## src/rtl/core/spf_pkg.sv

```systemverilog
// Shared types, constants and tables for the segment/polygon first-hit unit.
package spf_pkg;

  localparam int unsigned CoordW = 24;
  localparam int unsigned VtxW   = 26;
  localparam int unsigned DiffW  = 27;
  localparam int unsigned OpW    = 28;
  localparam int unsigned ProdW  = 56;
  localparam int unsigned ParamW = 18;
  localparam int unsigned QW     = 17;
  localparam int unsigned SidesW = 4;
  localparam int unsigned CfgIdxW  = 3;
  localparam int unsigned CfgDataW = 63;
  localparam int unsigned AngleShift = 6;  // 1/1024 turn to 1/65536 turn

  localparam logic [CfgIdxW-1:0] RegCenterX = 3'd0;
  localparam logic [CfgIdxW-1:0] RegCenterY = 3'd1;
  localparam logic [CfgIdxW-1:0] RegRadius  = 3'd2;
  localparam logic [CfgIdxW-1:0] RegRotate  = 3'd3;
  localparam logic [CfgIdxW-1:0] RegScales  = 3'd4;

  localparam logic [15:0]         RadiusReset = 16'd15360;
  localparam logic [CfgDataW-1:0] ScalesReset = {9{7'd64}};

  localparam logic [15:0] Rad6Min = 16'd3840;
  localparam logic [15:0] Rad7Min = 16'd7680;
  localparam logic [15:0] Rad9Above = 16'd51200;

  localparam logic [ParamW-1:0] NoHitParam = 18'd131072;
  localparam logic [QW-1:0]     OneParam   = 17'd65536;

  localparam logic signed [23:0] SinC0 = 24'sd11;
  localparam logic signed [23:0] SinC1 = -24'sd307;
  localparam logic signed [23:0] SinC2 = 24'sd5223;
  localparam logic signed [23:0] SinC3 = -24'sd42334;
  localparam logic signed [23:0] SinC4 = 24'sd102944;

  typedef logic [15:0] ph_tab_t [9];
  localparam ph_tab_t PhTab5 = '{16'd0, 16'd13107, 16'd26214, 16'd39321, 16'd52428,
                                 16'd0, 16'd0, 16'd0, 16'd0};
  localparam ph_tab_t PhTab6 = '{16'd0, 16'd10922, 16'd21845, 16'd32768, 16'd43690,
                                 16'd54613, 16'd0, 16'd0, 16'd0};
  localparam ph_tab_t PhTab7 = '{16'd0, 16'd9362, 16'd18724, 16'd28086, 16'd37449,
                                 16'd46811, 16'd56173, 16'd0, 16'd0};
  localparam ph_tab_t PhTab8 = '{16'd0, 16'd8192, 16'd16384, 16'd24576, 16'd32768,
                                 16'd40960, 16'd49152, 16'd57344, 16'd0};
  localparam ph_tab_t PhTab9 = '{16'd0, 16'd7281, 16'd14563, 16'd21845, 16'd29127,
                                 16'd36408, 16'd43690, 16'd50972, 16'd58254};

  // floor(idx * 65536 / sides)
  function automatic logic [15:0] vtx_phase(logic [SidesW-1:0] sides, logic [3:0] idx);
    logic [15:0] res;
    res = '0;
    case (sides)
      4'd5: res = PhTab5[idx];
      4'd6: res = PhTab6[idx];
      4'd7: res = PhTab7[idx];
      4'd8: res = PhTab8[idx];
      4'd9: res = PhTab9[idx];
      default: res = '0;
    endcase
    return res;
  endfunction

endpackage

```

## src/rtl/core/spf_div.sv

```systemverilog
// Bit-serial restoring divider giving the rounded Q1.16 fraction num/den.
module spf_div (
  input  logic                      clk_i,
  input  logic                      rst_ni,
  input  logic                      start_i,
  input  logic [spf_pkg::ProdW-1:0] num_i,
  input  logic [spf_pkg::ProdW-1:0] den_i,
  output logic                      done_o,
  output logic [spf_pkg::QW-1:0]    q_o
);

  logic                      busy_q, busy_d;
  logic [4:0]                cnt_q, cnt_d;
  logic                      big_q, big_d;
  logic [spf_pkg::ProdW:0]   r_q, r_d;
  logic [15:0]               q_q, q_d;
  logic [spf_pkg::ProdW-1:0] den_q, den_d;
  logic [spf_pkg::ProdW:0]   r2;
  logic                      ge;

  assign r2 = {r_q[spf_pkg::ProdW-1:0], 1'b0};
  assign ge = (r2 >= {1'b0, den_q});
  assign done_o = busy_q && (cnt_q == 5'd16);
  assign q_o = big_q ? spf_pkg::OneParam : ({1'b0, q_q} + {16'd0, ge});

  always_comb begin
    busy_d = busy_q;
    cnt_d  = cnt_q;
    big_d  = big_q;
    r_d    = r_q;
    q_d    = q_q;
    den_d  = den_q;
    if (start_i) begin
      busy_d = 1'b1;
      cnt_d  = '0;
      big_d  = (num_i >= den_i);
      r_d    = {1'b0, num_i};
      q_d    = '0;
      den_d  = den_i;
    end else if (busy_q) begin
      if (cnt_q == 5'd16) begin
        busy_d = 1'b0;
      end else begin
        r_d   = ge ? (r2 - {1'b0, den_q}) : r2;
        q_d   = {q_q[14:0], ge};
        cnt_d = cnt_q + 5'd1;
      end
    end
  end

  always_ff @(posedge clk_i or negedge rst_ni) begin
    if (!rst_ni) begin
      busy_q <= 1'b0;
      cnt_q  <= '0;
    end else begin
      busy_q <= busy_d;
      cnt_q  <= cnt_d;
    end
  end

  always_ff @(posedge clk_i) begin
    big_q <= big_d;
    r_q   <= r_d;
    q_q   <= q_d;
    den_q <= den_d;
  end

endmodule

```

## config.mk

```make
export PLATFORM = sky130hd
export DESIGN_NAME = spf_div
export DESIGN_NICKNAME = d
export VERILOG_FILES = /design/src/rtl/core/spf_pkg.sv /design/src/rtl/core/spf_div.sv
export SDC_FILE = /design/constraint.sdc
export NUM_CORES = 1
export LEC_CHECK = 0
export BUFFER_PORTS_ARGS = -buffer_cell sky130_fd_sc_hd__clkbuf_2
export CAP_MARGIN = 30
export CORE_ASPECT_RATIO = 1.25
export CORE_MARGIN = 10
export CORE_UTILIZATION = 54
export DETAILED_ROUTE_END_ITERATION = 6
export GPL_TIMING_DRIVEN = 0
export PLACE_DENSITY = 0.79
export SYNTH_ARGS = -nofsm -noshare
export SYNTH_HDL_FRONTEND = slang
export SYNTH_SLANG_ARGS = --single-unit
```

## constraint.sdc

```tcl
create_clock -name clk_i -period 4.55 [get_ports clk_i]
set_clock_uncertainty 0.05 [all_clocks]
set_input_delay 0.91 -clock clk_i [delete_from_list [all_inputs] [get_ports clk_i]]
set_output_delay 0.91 -clock clk_i [all_outputs]
set_load 0.005 [all_outputs]
```

==> qor.txt <==
Setup tns final - -3.83 ns
Core footprint - 20000 um^2
Adder-cell share of the synthesized area - 13.5%
Drt via density - 5.81
Largest net degree at the start of global routing - 59
Gr usage total - 22.2%
Startpoint Class - flip-flop
Unrepaired setup endpoints after global routing - yes
Hold Path Class - in2async
Register area share after synthesis - 35.5%
Initial DRT Pass Iterations - 5
Clock Path Buffers - 2
Reg-to-Reg Start - r_q[2]
Worst Path Max Fanout - 7
Share of cells above drive strength 1 - 20.8%
CP Class - reg2out
Root Driver - clkbuf_16
Die height - 179 um
XOR/XNOR share of the synthesized area - 5.15%
Final Max Slew Viols - 0
Layout Cells excl Fill - 1685
Slack of the critical path - -0.316 ns
Port bufs - 132
Reg-to-reg endpoint - r_q[55]
Final Critical Period - 4.87 ns
Initial core utilization - 54.5%
Slew at the pin with the worst max-slew slack - 0.905 ns
Violated checks - setup timing
Critical Path AT - 3.91 ns
Post-synthesis average cell area - 8.86 um^2
Worst rel slew slack - 39.5%
Syn nets - 1459
Primary FF master, synth - edfxtp_1
Initial antenna violation count - 3
Status - finished with violations
Area Growth Syn to Fin - 19.5%
Clock latency on the worst-skew pair - 0.44 ns
Pre-CTS setup slack - -0.765 ns
Cell count after placement - 1630
Synth cell types - 58
Psw - 0.00342 W
Final WL - 30100 um
# DRC - 0
Syn Inst Count - 1227
Async SR Flop Fraction - 4.44%
VDD IR max - 0.366 mV
TritonCTS clock tree - built
Global-route wire length before repair - 47700 um
Placer Congestion - 0.956
Worst r2r path cells - 12
Die X - 147 um
Internal - 0.00439 W
Sink Count - 135
Max_cap viols - 0
Hold Violations, Final - 0
Slack of the worst reg-to-reg path - 0.88 ns
Power density cells - 601 nW/um^2
Combinational Power Share - 58.9%
Final Util - 65.1%
H-tree depth reported by CTS - 4
Syn Std Cell Area - 10900 um^2
Largest family of logic cells by synthesized area - compound AO/OA/AOI/OAI gates
Sequential share of power - 25.3%
Total grt overflow - 0
Post-layout nets - 1631
CTS Buf Count - 17
Multiplexer share of the synthesized area - 0.0920%
Starting DRC count in detailed routing - 894
# IOs - 133
Sw Share - 43.8%
Synth Area in Compound Gates - 24.2%
Die ar. - 26200 um^2
Number of global-route vias before repair - 9647
Filler Cells Inserted - 1652
Fmax - 205 MHz
Register bit total from synthesis - 135
Critical path endpoint category - output pin
Vias - 9793
# rows - 58
Design Power - 0.00781 W
Routed len/inst - 17.9 um
Post-Synth Simple-Gate Area - 14.0%
Antenna Nets Post-Route - 0
Detail Placement HPWL - 22800 um
Setup violators final - 15
Clock power frac - 15.8%
Hold_buf cts - 0
Yosys Warn Count - 0
EDFF count, synth - 113
Crit share post-route - 107%
Leak - 5.98 nW
Clock transition at the registers of the reported paths - 0.06 ns
Required @ worst endpoint - 3.59 ns
-- state kept, by name, summed over array words and instances (netlist names) --
signal  count
cnt_q       5
r_q        56
big_q       1
q_q        16
busy_q      1
den_q      56
-- final cells by class --
type / count / area [um^2] / area share (%)
Buffer: 48 / 245 / 1.89
Multi-Input combinational cell: 894 / 6570 / 50.6
Antenna cell: 4 / 10.0 / 0.0770
Sequential cell: 135 / 3860 / 29.7
Tap cell: 270 / 338 / 2.60
Clock buffer: 21 / 440 / 3.39
Clock inverter: 10 / 58.8 / 0.452
Inverter: 137 / 527 / 4.05
Timing Repair Buffer: 166 / 942 / 7.25
-- synth_stat cells, types with 7 or more instances --
cell	instances	area, um^2
a211oi_1	7	52.6
a21o_1	62	465
a21oi_1	110	551
a21oi_2	30	263
a2bb2oi_1	50	438
a31oi_1	8	50.1
and3_1	16	100
buf_1	7	26.3
clkbuf_1	40	150
dfxtp_1	16	320
edfxtp_1	113	3390
ha_1	116	1450
inv_1	136	510
nand2_1	138	518
nand2b_1	8	50.1
nand3_1	28	140
nand4_1	31	194
nor2_1	53	199
nor2b_1	10	62.6
nor3_1	14	70.1
o21a_1	9	67.6
o21ai_0	54	270
o21bai_1	14	105
or3_1	12	75.1
xnor2_1	35	307
xor2_1	29	254
-- critical path: stages, from the launching register on --
cell and delay [ns]:
edfxtp_1 0.41, ha_1 0.31, buf_6 0.12, nand4_1 0.15, or3_4 0.37, or4_4 0.51, nor4_4 0.23, a21oi_2 0.10
and3_4 0.20, inv_12 0.07, ha_4 0.13, buf_4 0.11, nand3_4 0.12, nor2_4 0.19, nand2_2 0.08, xor2_1 0.17
nor2_1 0.05, buf_2 0.14
-- layer usage --
metal  GRT usage [%]  vias up  wire (um)
met3            4.17       48       1770
met1            26.6     4643      12700
met5               0        -          0
met4            8.11        0        727
met2            38.9      331      14900
li1                -     4771          -
-- power by group through the flow --
stage                     registers (W)  clock network [W]  logic, W
after floorplan                 0.00191                  0   0.00319
after global placement          0.00195                  0   0.00405
after detailed placement        0.00196                  0   0.00410
after CTS                       0.00197            0.00124   0.00437
after global routing            0.00201            0.00129   0.00503
final                           0.00198            0.00123   0.00460
-- timing repair --
action                                  4_1_cts  5_1_grt
setup buffers                                16       17
pin swaps                                    22       17
gates cloned                                  0        0
endpoints found under the setup margin       17       16
gates resized for setup                      57       32
hold endpoints to repair                      0        0
-- placed cells by master (no fill, tap or decap), types with 8 or more instances in the layout --
| cell | count |
|---|---|
| edfxtp_1 | 113 |
| clkbuf_1 | 34 |
| a21o_1 | 62 |
| nand2_1 | 132 |
| inv_1 | 134 |
| dfxtp_1 | 16 |
| buf_2 | 10 |
| nor2b_1 | 9 |
| clkbuf_2 | 122 |
| o21ai_0 | 51 |
| and3_1 | 14 |
| nand3_1 | 26 |
| nor3_1 | 13 |
| a2bb2oi_1 | 50 |
| ha_4 | 16 |
| nand4_1 | 31 |
| xnor2_1 | 34 |
| nor2_1 | 51 |
| ha_1 | 94 |
| buf_6 | 10 |
| o21bai_1 | 14 |
| or3_1 | 8 |
| nand2b_1 | 8 |
| clkbuf_16 | 17 |
| o21a_1 | 9 |
| buf_4 | 33 |
| a21oi_2 | 42 |
| a21oi_1 | 98 |
| xor2_1 | 29 |
-- kinds of logic (layout without fill, tap and decap cells) --
logic type,after synthesis,after routing
mux,1,1
buf+inv,198,382
flops,135,135
fa+ha+maj,117,117
other cells,0,4
compound gates,387,387
simple gates,325,325
xor+xnor,64,64
-- how the worst max path moves through the flow --
| stage | slack [ns] | start | cells past startpoint | to |
|---|---|---|---|---|
| after floorplan | 0.02 | r_q[29] | 18 | q_o[12] |
| after global placement | -1.32 | start_i | 6 | r_q[34] |
| after detailed placement | -0.77 | r_q[30] | 19 | q_o[14] |
| after CTS | -0.42 | r_q[30] | 15 | q_o[6] |
| after global routing | -0.47 | r_q[29] | 17 | q_o[12] |
| final | -0.32 | r_q[29] | 17 | q_o[13] |
-- stage by stage --
stage	instance area, um^2	hold slack (ns)
finish	13000	0.249
global route	13000	0.251
CTS	12800	0.245
detailed placement	11900	0.418
global placement	11900	0.410
floorplan	10900	0.400
Note: power is estimated with default switching activity, not from simulation.
